### src/design/cpa_pkg.sv
`default_nettype none
// ----------------------------------------------------------------------------
// cpa_pkg
// Shared types and constants for the compensated pressure averaging core.
// ----------------------------------------------------------------------------
package cpa_pkg;

  // Default number of samples in one averaging block.
  localparam int SAMPLES_PER_RESULT_DEF = 20;
  // Default depth of the queue of block totals between front and back.
  localparam int QUEUE_DEPTH_DEF = 4;

  localparam int ADC_W      = 12;
  localparam int TOTAL_W    = 32;
  localparam int PRESSURE_W = 24;
  localparam int CFG_IDX_W  = 3;
  localparam int CFG_DATA_W = 32;

  // Water height bands for the compensation term.
  localparam logic [15:0] HEIGHT_LOW_LIMIT  = 16'd100;
  localparam logic [15:0] HEIGHT_BAND_START = 16'd200;
  localparam logic [15:0] HEIGHT_BAND_END   = 16'd300;
  // 0.75 of a height step expressed with four fraction bits.
  localparam logic [3:0]  HEIGHT_SCALE_Q4   = 4'd12;

  // Register indexes of the configuration port.
  typedef enum logic [CFG_IDX_W-1:0] {
    REG_SAMPLE_OFFSET = 3'd0,
    REG_GAIN          = 3'd1,
    REG_INTERCEPT     = 3'd2,
    REG_WATER_HEIGHT  = 3'd3,
    REG_SAMPLE_FLOOR  = 3'd4,
    REG_RESULT_FLOOR  = 3'd5
  } reg_idx_e;

  // Reset values of the configuration registers.
  localparam logic signed [16:0] SAMPLE_OFFSET_RST = 17'sd0;
  localparam logic signed [31:0] GAIN_RST          = 32'sd65536;
  localparam logic signed [23:0] INTERCEPT_RST     = 24'sd0;
  localparam logic [15:0]        WATER_HEIGHT_RST  = 16'd0;
  localparam logic [19:0]        SAMPLE_FLOOR_RST  = 20'd480;
  localparam logic [19:0]        RESULT_FLOOR_RST  = 20'd512;

  typedef struct packed {
    logic signed [16:0] sample_offset;
    logic signed [31:0] gain;
    logic signed [23:0] intercept;
    logic [15:0]        water_height;
    logic [19:0]        sample_floor;
    logic [19:0]        result_floor;
  } cfg_t;

endpackage
`default_nettype wire

### src/design/compensated_pressure_average_core.sv
`default_nettype none
// ----------------------------------------------------------------------------
// compensated_pressure_average_core
// Compensates 12-bit pressure samples and emits the floored, saturated
// average of every block of SAMPLES_PER_RESULT samples.
// ----------------------------------------------------------------------------
//
//   Channel   Direction  Handshake            Payload
//   -------   ---------  -------------------  ------------------------------
//   in        sink       in_valid_i/stall_o   adc_sample_i  (12 bit)
//   out       source     out_valid_o/stall_i  pressure_o    (24 bit, Q.4)
//   cfg       sink       cfg_we_i             cfg_idx_i, cfg_data_i
//
// One sample beat is taken every cycle unless the input stalls. A sample
// passes the front pipeline (offset, 18x32 multiply, scale and clamp) before
// it is added to the block total; a finished total passes a small queue and
// the back pipeline (reciprocal multiply, remainder, correction) to the output
// register. The input stalls only while a block total meets a full queue; the
// back end holds while the output beat is stalled. Reset clears all control
// state and loads the configuration reset values; no clearing pass is needed.
//
module compensated_pressure_average_core #(
  parameter int SAMPLES_PER_RESULT = cpa_pkg::SAMPLES_PER_RESULT_DEF,
  parameter int QUEUE_DEPTH        = cpa_pkg::QUEUE_DEPTH_DEF
) (
  input  wire logic                             clk_i,
  input  wire logic                             rst_ni,
  input  wire logic                             cfg_we_i,
  input  wire logic [cpa_pkg::CFG_IDX_W-1:0]    cfg_idx_i,
  input  wire logic [cpa_pkg::CFG_DATA_W-1:0]   cfg_data_i,
  input  wire logic                             in_valid_i,
  output logic                                  in_stall_o,
  input  wire logic [cpa_pkg::ADC_W-1:0]        adc_sample_i,
  output logic                                  out_valid_o,
  input  wire logic                             out_stall_i,
  output logic [cpa_pkg::PRESSURE_W-1:0]        pressure_o
);
  import cpa_pkg::*;

  cfg_t               cfg_q;
  logic               push;
  logic [TOTAL_W-1:0] push_total;
  logic               full;
  logic               pop;
  logic               avail;
  logic [TOTAL_W-1:0] pop_total;

  // Configuration registers. Unknown indexes are ignored. Writes must arrive only
  // while the core is idle (not enforced here); the pipelines read these directly.
  always_ff @(posedge clk_i or negedge rst_ni) begin
    if (!rst_ni) begin
      cfg_q.sample_offset <= SAMPLE_OFFSET_RST;
      cfg_q.gain          <= GAIN_RST;
      cfg_q.intercept     <= INTERCEPT_RST;
      cfg_q.water_height  <= WATER_HEIGHT_RST;
      cfg_q.sample_floor  <= SAMPLE_FLOOR_RST;
      cfg_q.result_floor  <= RESULT_FLOOR_RST;
    end else if (cfg_we_i) begin
      case (reg_idx_e'(cfg_idx_i))
        REG_SAMPLE_OFFSET: cfg_q.sample_offset <= cfg_data_i[16:0];
        REG_GAIN:          cfg_q.gain          <= cfg_data_i;
        REG_INTERCEPT:     cfg_q.intercept     <= cfg_data_i[23:0];
        REG_WATER_HEIGHT:  cfg_q.water_height  <= cfg_data_i[15:0];
        REG_SAMPLE_FLOOR:  cfg_q.sample_floor  <= cfg_data_i[19:0];
        REG_RESULT_FLOOR:  cfg_q.result_floor  <= cfg_data_i[19:0];
        default: begin
        end
      endcase
    end
  end

  // The front end compensates each sample and accumulates the block total.
  cpa_front #(
    .SAMPLES_PER_RESULT(SAMPLES_PER_RESULT)
  ) u_front (
    .clk_i        (clk_i),
    .rst_ni       (rst_ni),
    .cfg_i        (cfg_q),
    .in_valid_i   (in_valid_i),
    .in_stall_o   (in_stall_o),
    .adc_sample_i (adc_sample_i),
    .push_o       (push),
    .push_total_o (push_total),
    .full_i       (full)
  );

  // Finished block totals wait here so each side can stall independently.
  cpa_fifo #(
    .DEPTH(QUEUE_DEPTH)
  ) u_fifo (
    .clk_i       (clk_i),
    .rst_ni      (rst_ni),
    .push_i      (push),
    .push_data_i (push_total),
    .full_o      (full),
    .pop_i       (pop),
    .avail_o     (avail),
    .pop_data_o  (pop_total)
  );

  // The back end turns a total into the averaged output beat.
  cpa_back #(
    .SAMPLES_PER_RESULT(SAMPLES_PER_RESULT)
  ) u_back (
    .clk_i       (clk_i),
    .rst_ni      (rst_ni),
    .cfg_i       (cfg_q),
    .avail_i     (avail),
    .total_i     (pop_total),
    .pop_o       (pop),
    .out_valid_o (out_valid_o),
    .out_stall_i (out_stall_i),
    .pressure_o  (pressure_o)
  );

endmodule
`default_nettype wire

### src/design/cpa_front.sv
`default_nettype none
// ----------------------------------------------------------------------------
// cpa_front
// Per-sample compensation pipeline and block accumulator.
// ----------------------------------------------------------------------------
module cpa_front #(
  parameter int SAMPLES_PER_RESULT = 20
) (
  input  wire logic                          clk_i,
  input  wire logic                          rst_ni,
  input  wire cpa_pkg::cfg_t                 cfg_i,
  input  wire logic                          in_valid_i,
  output logic                               in_stall_o,
  input  wire logic [cpa_pkg::ADC_W-1:0]     adc_sample_i,
  output logic                               push_o,
  output logic [cpa_pkg::TOTAL_W-1:0]        push_total_o,
  input  wire logic                          full_i
);
  import cpa_pkg::*;

  localparam int CNT_W = (SAMPLES_PER_RESULT > 1) ? $clog2(SAMPLES_PER_RESULT) : 1;
  localparam logic [CNT_W-1:0] CNT_LAST = CNT_W'(SAMPLES_PER_RESULT - 1);

  logic             adv;
  logic             accept;
  logic [CNT_W-1:0] cnt_q, cnt_d;
  logic             last;

  logic               s1_v_q, s2_v_q, s3_v_q;
  logic               s1_last_q, s2_last_q, s3_last_q;
  logic signed [17:0] diff;
  logic signed [17:0] s1_diff_q;
  logic signed [49:0] s2_prod_q;
  logic [31:0]        s3_add_q;

  logic [TOTAL_W-1:0] total_q;
  logic [TOTAL_W:0]   sum;
  logic [TOTAL_W-1:0] sum_sat;

  logic [6:0]         hd;
  logic [10:0]        corr_mag;
  logic signed [35:0] corr;
  logic signed [35:0] val;
  logic [31:0]        addend;

  // The whole pipeline holds only when a block total cannot enter the queue.
  assign adv        = !(s3_v_q && s3_last_q && full_i);
  assign in_stall_o = !adv;
  assign accept     = in_valid_i && adv;

  assign last  = (cnt_q == CNT_LAST);
  assign cnt_d = last ? '0 : cnt_q + CNT_W'(1);

  assign diff = $signed({2'b00, adc_sample_i, 4'b0000}) -
                18'($signed(cfg_i.sample_offset));

  // Height correction: subtract 0.75*h for low heights, add 0.75*(h-200) in the band.
  always_comb begin
    hd   = '0;
    corr = '0;
    if (cfg_i.water_height <= HEIGHT_LOW_LIMIT) begin
      hd = cfg_i.water_height[6:0];
    end else if (cfg_i.water_height > HEIGHT_BAND_START &&
                 cfg_i.water_height <= HEIGHT_BAND_END) begin
      hd = 7'(cfg_i.water_height - HEIGHT_BAND_START);
    end
    corr_mag = 11'(hd * HEIGHT_SCALE_Q4);
    if (cfg_i.water_height <= HEIGHT_LOW_LIMIT) begin
      corr = -$signed({25'd0, corr_mag});
    end else begin
      corr = $signed({25'd0, corr_mag});
    end
  end

  // Arithmetic shift of the product floors toward minus infinity.
  assign val = 36'($signed(s2_prod_q[49:16])) + 36'($signed(cfg_i.intercept)) + corr;

  always_comb begin
    if (val < $signed({16'd0, cfg_i.sample_floor})) begin
      addend = '0;
    end else if (val > $signed({4'd0, 32'hFFFF_FFFF})) begin
      addend = '1;
    end else begin
      addend = val[31:0];
    end
  end

  assign sum     = {1'b0, total_q} + {1'b0, s3_add_q};
  assign sum_sat = sum[TOTAL_W] ? '1 : sum[TOTAL_W-1:0];

  assign push_o       = s3_v_q && s3_last_q && adv;
  assign push_total_o = sum_sat;

  always_ff @(posedge clk_i or negedge rst_ni) begin
    if (!rst_ni) begin
      s1_v_q  <= 1'b0;
      s2_v_q  <= 1'b0;
      s3_v_q  <= 1'b0;
      cnt_q   <= '0;
      total_q <= '0;
    end else if (adv) begin
      s1_v_q <= accept;
      s2_v_q <= s1_v_q;
      s3_v_q <= s2_v_q;
      if (accept) begin
        cnt_q <= cnt_d;
      end
      if (s3_v_q) begin
        total_q <= s3_last_q ? '0 : sum_sat;
      end
    end
  end

  always_ff @(posedge clk_i) begin
    if (adv) begin
      s1_diff_q <= diff;
      s1_last_q <= last;
      s2_prod_q <= 50'(s1_diff_q) * 50'($signed(cfg_i.gain));
      s2_last_q <= s1_last_q;
      s3_add_q  <= addend;
      s3_last_q <= s2_last_q;
    end
  end

endmodule
`default_nettype wire

### src/design/cpa_fifo.sv
`default_nettype none
// ----------------------------------------------------------------------------
// cpa_fifo
// Small queue of block totals between the front and back pipelines.
// ----------------------------------------------------------------------------
module cpa_fifo #(
  parameter int DEPTH = 4
) (
  input  wire logic                      clk_i,
  input  wire logic                      rst_ni,
  input  wire logic                      push_i,
  input  wire logic [cpa_pkg::TOTAL_W-1:0] push_data_i,
  output logic                           full_o,
  input  wire logic                      pop_i,
  output logic                           avail_o,
  output logic [cpa_pkg::TOTAL_W-1:0]    pop_data_o
);
  import cpa_pkg::*;

  localparam int PTR_W = (DEPTH > 1) ? $clog2(DEPTH) : 1;
  localparam int CNT_W = $clog2(DEPTH + 1);
  localparam logic [PTR_W-1:0] PTR_LAST = PTR_W'(DEPTH - 1);
  localparam logic [CNT_W-1:0] CNT_FULL = CNT_W'(DEPTH);

  logic [TOTAL_W-1:0] mem_q [DEPTH];
  logic [PTR_W-1:0]   wr_ptr_q, rd_ptr_q;
  logic [CNT_W-1:0]   count_q;

  assign full_o     = (count_q == CNT_FULL);
  assign avail_o    = (count_q != '0);
  assign pop_data_o = mem_q[rd_ptr_q];

  always_ff @(posedge clk_i or negedge rst_ni) begin
    if (!rst_ni) begin
      wr_ptr_q <= '0;
      rd_ptr_q <= '0;
      count_q  <= '0;
    end else begin
      if (push_i) begin
        wr_ptr_q <= (wr_ptr_q == PTR_LAST) ? '0 : wr_ptr_q + PTR_W'(1);
      end
      if (pop_i) begin
        rd_ptr_q <= (rd_ptr_q == PTR_LAST) ? '0 : rd_ptr_q + PTR_W'(1);
      end
      if (push_i && !pop_i) begin
        count_q <= count_q + CNT_W'(1);
      end else if (pop_i && !push_i) begin
        count_q <= count_q - CNT_W'(1);
      end
    end
  end

  always_ff @(posedge clk_i) begin
    if (push_i) begin
      mem_q[wr_ptr_q] <= push_data_i;
    end
  end

endmodule
`default_nettype wire

### src/design/cpa_back.sv
`default_nettype none
// ----------------------------------------------------------------------------
// cpa_back
// Divides block totals by the block size, applies the result floor and
// saturation, and holds the result in the output register.
// ----------------------------------------------------------------------------
module cpa_back #(
  parameter int SAMPLES_PER_RESULT = 20
) (
  input  wire logic                          clk_i,
  input  wire logic                          rst_ni,
  input  wire cpa_pkg::cfg_t                 cfg_i,
  input  wire logic                          avail_i,
  input  wire logic [cpa_pkg::TOTAL_W-1:0]   total_i,
  output logic                               pop_o,
  output logic                               out_valid_o,
  input  wire logic                          out_stall_i,
  output logic [cpa_pkg::PRESSURE_W-1:0]     pressure_o
);
  import cpa_pkg::*;

  // Reciprocal floor((2^32-1)/N): the first quotient estimate is at most two
  // below the true quotient, so the remainder stays below 3*N.
  localparam logic [31:0] RECIP = 32'((64'hFFFF_FFFF) / SAMPLES_PER_RESULT);
  localparam int R_W = $clog2(3 * SAMPLES_PER_RESULT + 1);
  localparam logic [R_W-1:0] DIV_N  = R_W'(SAMPLES_PER_RESULT);
  localparam logic [R_W-1:0] DIV_2N = R_W'(2 * SAMPLES_PER_RESULT);

  logic               adv;
  logic               b1_v_q, b2_v_q, out_v_q;
  logic [63:0]        b1_prod_q;
  logic [TOTAL_W-1:0] b1_total_q;
  logic [TOTAL_W-1:0] q0;
  logic [TOTAL_W-1:0] b2_q0_q;
  logic [R_W-1:0]     b2_rem_q;
  logic [TOTAL_W-1:0] avg;
  logic [PRESSURE_W-1:0] result;
  logic [PRESSURE_W-1:0] pressure_q;

  assign adv   = !(out_v_q && out_stall_i);
  assign pop_o = adv && avail_i;

  assign q0 = b1_prod_q[63:32];

  always_comb begin
    if (b2_rem_q >= DIV_2N) begin
      avg = b2_q0_q + TOTAL_W'(2);
    end else if (b2_rem_q >= DIV_N) begin
      avg = b2_q0_q + TOTAL_W'(1);
    end else begin
      avg = b2_q0_q;
    end
    if (avg < {12'd0, cfg_i.result_floor}) begin
      result = '0;
    end else if (avg > TOTAL_W'({PRESSURE_W{1'b1}})) begin
      result = '1;
    end else begin
      result = avg[PRESSURE_W-1:0];
    end
  end

  assign out_valid_o = out_v_q;
  assign pressure_o  = pressure_q;

  always_ff @(posedge clk_i or negedge rst_ni) begin
    if (!rst_ni) begin
      b1_v_q  <= 1'b0;
      b2_v_q  <= 1'b0;
      out_v_q <= 1'b0;
    end else if (adv) begin
      b1_v_q  <= avail_i;
      b2_v_q  <= b1_v_q;
      out_v_q <= b2_v_q;
    end
  end

  always_ff @(posedge clk_i) begin
    if (adv) begin
      b1_prod_q  <= 64'(total_i) * 64'(RECIP);
      b1_total_q <= total_i;
      b2_q0_q    <= q0;
      b2_rem_q   <= R_W'(b1_total_q - TOTAL_W'(q0 * TOTAL_W'(SAMPLES_PER_RESULT)));
      pressure_q <= result;
    end
  end

endmodule
`default_nettype wire

### config.mk
export PLATFORM = sky130hd
export DESIGN_NAME = compensated_pressure_average_core
export DESIGN_NICKNAME = d
export VERILOG_FILES = /design/src/design/cpa_pkg.sv /design/src/design/compensated_pressure_average_core.sv /design/src/design/cpa_front.sv /design/src/design/cpa_fifo.sv /design/src/design/cpa_back.sv
export SDC_FILE = /design/constraint.sdc
export NUM_CORES = 2
export LEC_CHECK = 0
export BUFFER_PORTS_ARGS = -buffer_cell sky130_fd_sc_hd__buf_2
export CAP_MARGIN = 0
export CORE_MARGIN = 2
export CORE_UTILIZATION = 25
export DETAILED_ROUTE_END_ITERATION = 7
export PLACE_DENSITY = 0.41
export REMOVE_ABC_BUFFERS = 1
export SKIP_CTS_REPAIR_TIMING = 1
export SYNTH_ARGS = -nofsm -noshare
export SYNTH_HDL_FRONTEND = slang
export SYNTH_SLANG_ARGS = --single-unit
### constraint.sdc
create_clock -name clk_i -period 18 [get_ports clk_i]
set_input_delay 2.7 -clock clk_i [delete_from_list [all_inputs] [get_ports clk_i]]
set_output_delay 2.7 -clock clk_i [all_outputs]
set_load 0.02 [all_outputs]
==> results.yml <==
status:
  status: "finished, final reports clean"
logic_synthesis:
  synth_top_area_share_pct: 30.7
  synth_common_cells: "1,172 x inv_1, 864 x fa_1, 547 x nand2_1, 546 x ha_1, 303 x edfxtp_1"
  yosysMostFrequentCell: "inv_1"
  synthArstFlopShare_pct: 37.1
  synthTopCellsByArea: "fa_1 31%, edfxtp_1 16%, ha_1 12%"
  synth_edf_count: 303
  synth-seq-cells: 482
  ys_dominant_reg_cell: "edfxtp_1"
  syn_area_per_cell_um2: 10.4
  ys_seq_area_share_pct: 24.1
  netlist_instances: 5409
  yosys_warnings: 0
  ys_types: 87
  syn_area_mm2: 0.0564
  synth_top_cell_by_area: "fa_1"
critical_path:
  slowest_stage: "a41o_1"
  slowest_delay_ns: 0.94
  crit_path_max_fanout: 20
  r2r-start: "cfg_q[51]"
  critPathCaptureType: "register"
  startpoint_type: "register"
  ff2ff_path_depth: 28
  critPathRequiredTime_ns: 18.39
  reg2reg_to: "u_front.s3_add_q[19]"
  crit_arrival_ns: 9.21
  reg2reg_slack_ns: 9.18
  crit_type: "reg -> reg"
clock_network:
  cts_buffers: 59
  clkSinkCount: 482
  clk_latency_ns: 0.69
  cts_root_buffer: "clkbuf_16"
  clkTransAtPathRegs_ns: 0.06
  clockBufferDepth: 3
  cts_tree: "built"
  h-tree-depth: 2
layout:
  fillers: 23600
  design_area_mm2: 0.0623
  synthToLayoutAreaGrowth_pct: 10.5
  layout.nets: 6893
  drive_gt1_share_pct: 7.94
placement:
  io_buffers: 77
  dp_hpwl_um: 129000
  gp_congestion: 0.868
  placed_cell_area_mm2: 0.0603
global_route:
  grt_pass1_wl_um: 244000
  track_usage_pct: 13.8
  grt_pass1_vias: 40400
  grt_overflow: 0
  grt_max_degree: 92
  antenna_found_initial: 9
timing:
  fin_setup_tns_ns: 0
  relSlewSlack_pct: 18.6
  rsz0062_at_grt: "false"
  whs_ns: 0.396
  maxSlewViolCount: 0
  worstMarginPinSlew_ns: 1.21
  final_hold_viol_count: 0
  period_share_pct: 49.0
  clock_skew_ns: 0.0370
  min_period_ns: 8.82
  max_freq_mhz: 113
  finalSetupViolations: 0
floorplanning:
  dieArea_mm2: 0.229
  pin_count: 78
  coreArea_mm2: 0.224
  rows: 174
  die_x_um: 479
  initial_core_util_pct: 25.1
  fp.dieH_um: 479
route:
  drc_errors: 0
  initialDrtViolationCount: 1712
  vias_per_cell: 4.31
  drtAntennaViolNets: 0
  num_vias: 36500
  routed_wl_um: 155000
  firstDrtPassIters: 5
  wire_per_inst_um: 18.3
job:
  cap_violations: 0
hold_path:
  hold_path_depth: 0
  hold_end: "u_front.s2_last_q"
  hold_start: "u_front.s1_last_q"
  hp-class: "reg -> reg"
## per-layer routing
metal  up-vias  wire, µm  track usage [%]  part of all wire, %
met4         0      2320             2.39                  1.5
met3       126      4280             1.25                  2.8
li1      17300         -                -                    -
met1     18700     73400             19.0                   47
met5         -         0                0                    0
met2       431     75300             23.7                   48
## state kept, by name, indices dropped and copies added, names as in the netlist
signal	cells
u_front.s1_v_q	1
u_front.s2_v_q	1
u_back.b2_rem_q	4
u_fifo.rd_ptr_q	2
u_front.s2_prod_q	34
u_front.s1_diff_q	18
u_front.s3_last_q	1
u_front.s2_last_q	1
u_back.b2_q0_q	28
u_back.b1_prod_q	28
u_back.pressure_o	24
u_back.b1_v_q	1
u_fifo.wr_ptr_q	2
u_back.b2_v_q	1
u_front.s3_add_q	32
u_front.cnt_q	5
u_back.out_valid_o	1
u_front.total_q	32
u_front.s1_last_q	1
cfg_q	129
u_front.s3_v_q	1
u_fifo.count_q	3
u_back.b1_total_q	4
u_fifo.mem_q	128
## critical path, delay by kind of cell (launching register included)
family	cells	cell delay [ns]
AO/OA/AOI/OAI	7	2.63
XOR/XNOR	1	0.31
adder cells (fa/ha/maj)	4	1.45
buffers and inverters	1	0.09
flip-flops	1	0.38
AND/OR/NAND/NOR	15	3.69
## cells in the final DEF, fill, tap and decap left out, types with 63 or more instances in the layout
cell type and instances:
a21o_1 74, a21oi_1 181, and2_1 172, buf_2 76, dfrtp_1 172, edfxtp_1 303, fa_1 864, ha_1 546
inv_1 1172, mux2_2 101, nand2_1 546, nand2b_1 73, nor2_1 132, o21ai_0 146, xnor2_1 136, xor2_1 63
## cell families after synthesis
kind of cell	after synthesis	synth area share, %
AOI/OAI and AO/OA	653	7.52
buffers and inverters	1344	9.02
adders and majority gates	1410	42.8
muxes	135	3.34
DFF	482	24.1
and+or+nand+nor	1185	10.1
xor gates and xnor gates	200	3.12
## per-stage QoR
step | instances | utilization (%) | setup WS [ns]
2_1_floorplan | 5237 | - | 9.86
3_3_place_gp | 8362 | 26.9 | 9.08
3_5_place_dp | 8362 | 26.9 | 9.11
4_1_cts | 8472 | 27.8 | 9.05
5_1_grt | 8472 | 27.8 | 8.53
6_report | 8473 | 27.8 | 9.18
## worst max path at each step
stage	start	to	slack, ns	cells past startpoint
after floorplan	u_fifo.rd_ptr_q[0]	u_back.b1_prod_q[59]	9.86	22
after global placement	cfg_q[51]	u_front.s3_add_q[0]	9.08	28
after detailed placement	cfg_q[40]	u_front.s3_add_q[19]	9.11	30
after CTS	cfg_q[40]	u_front.s3_add_q[19]	9.05	30
after global routing	cfg_q[51]	u_front.s3_add_q[19]	8.53	28
final	cfg_q[51]	u_front.s3_add_q[19]	9.18	28
## area by class of cell
class                      count  area (µm²)  share of cell area (%)
antenna                        1        2.50                 0.00401
clock inverter                33         383                   0.614
multi-input combinational   3583       37800                    60.6
timing repair buffer         133         816                    1.31
inverter                    1172        4400                    7.06
sequential                   482       13600                    21.8
tap                         2992        3740                    6.01
clock buffer                  77        1620                    2.61
Power is not shown: default switching activity piles up to over one toggle a cycle in this logic, so the estimate is an artifact.
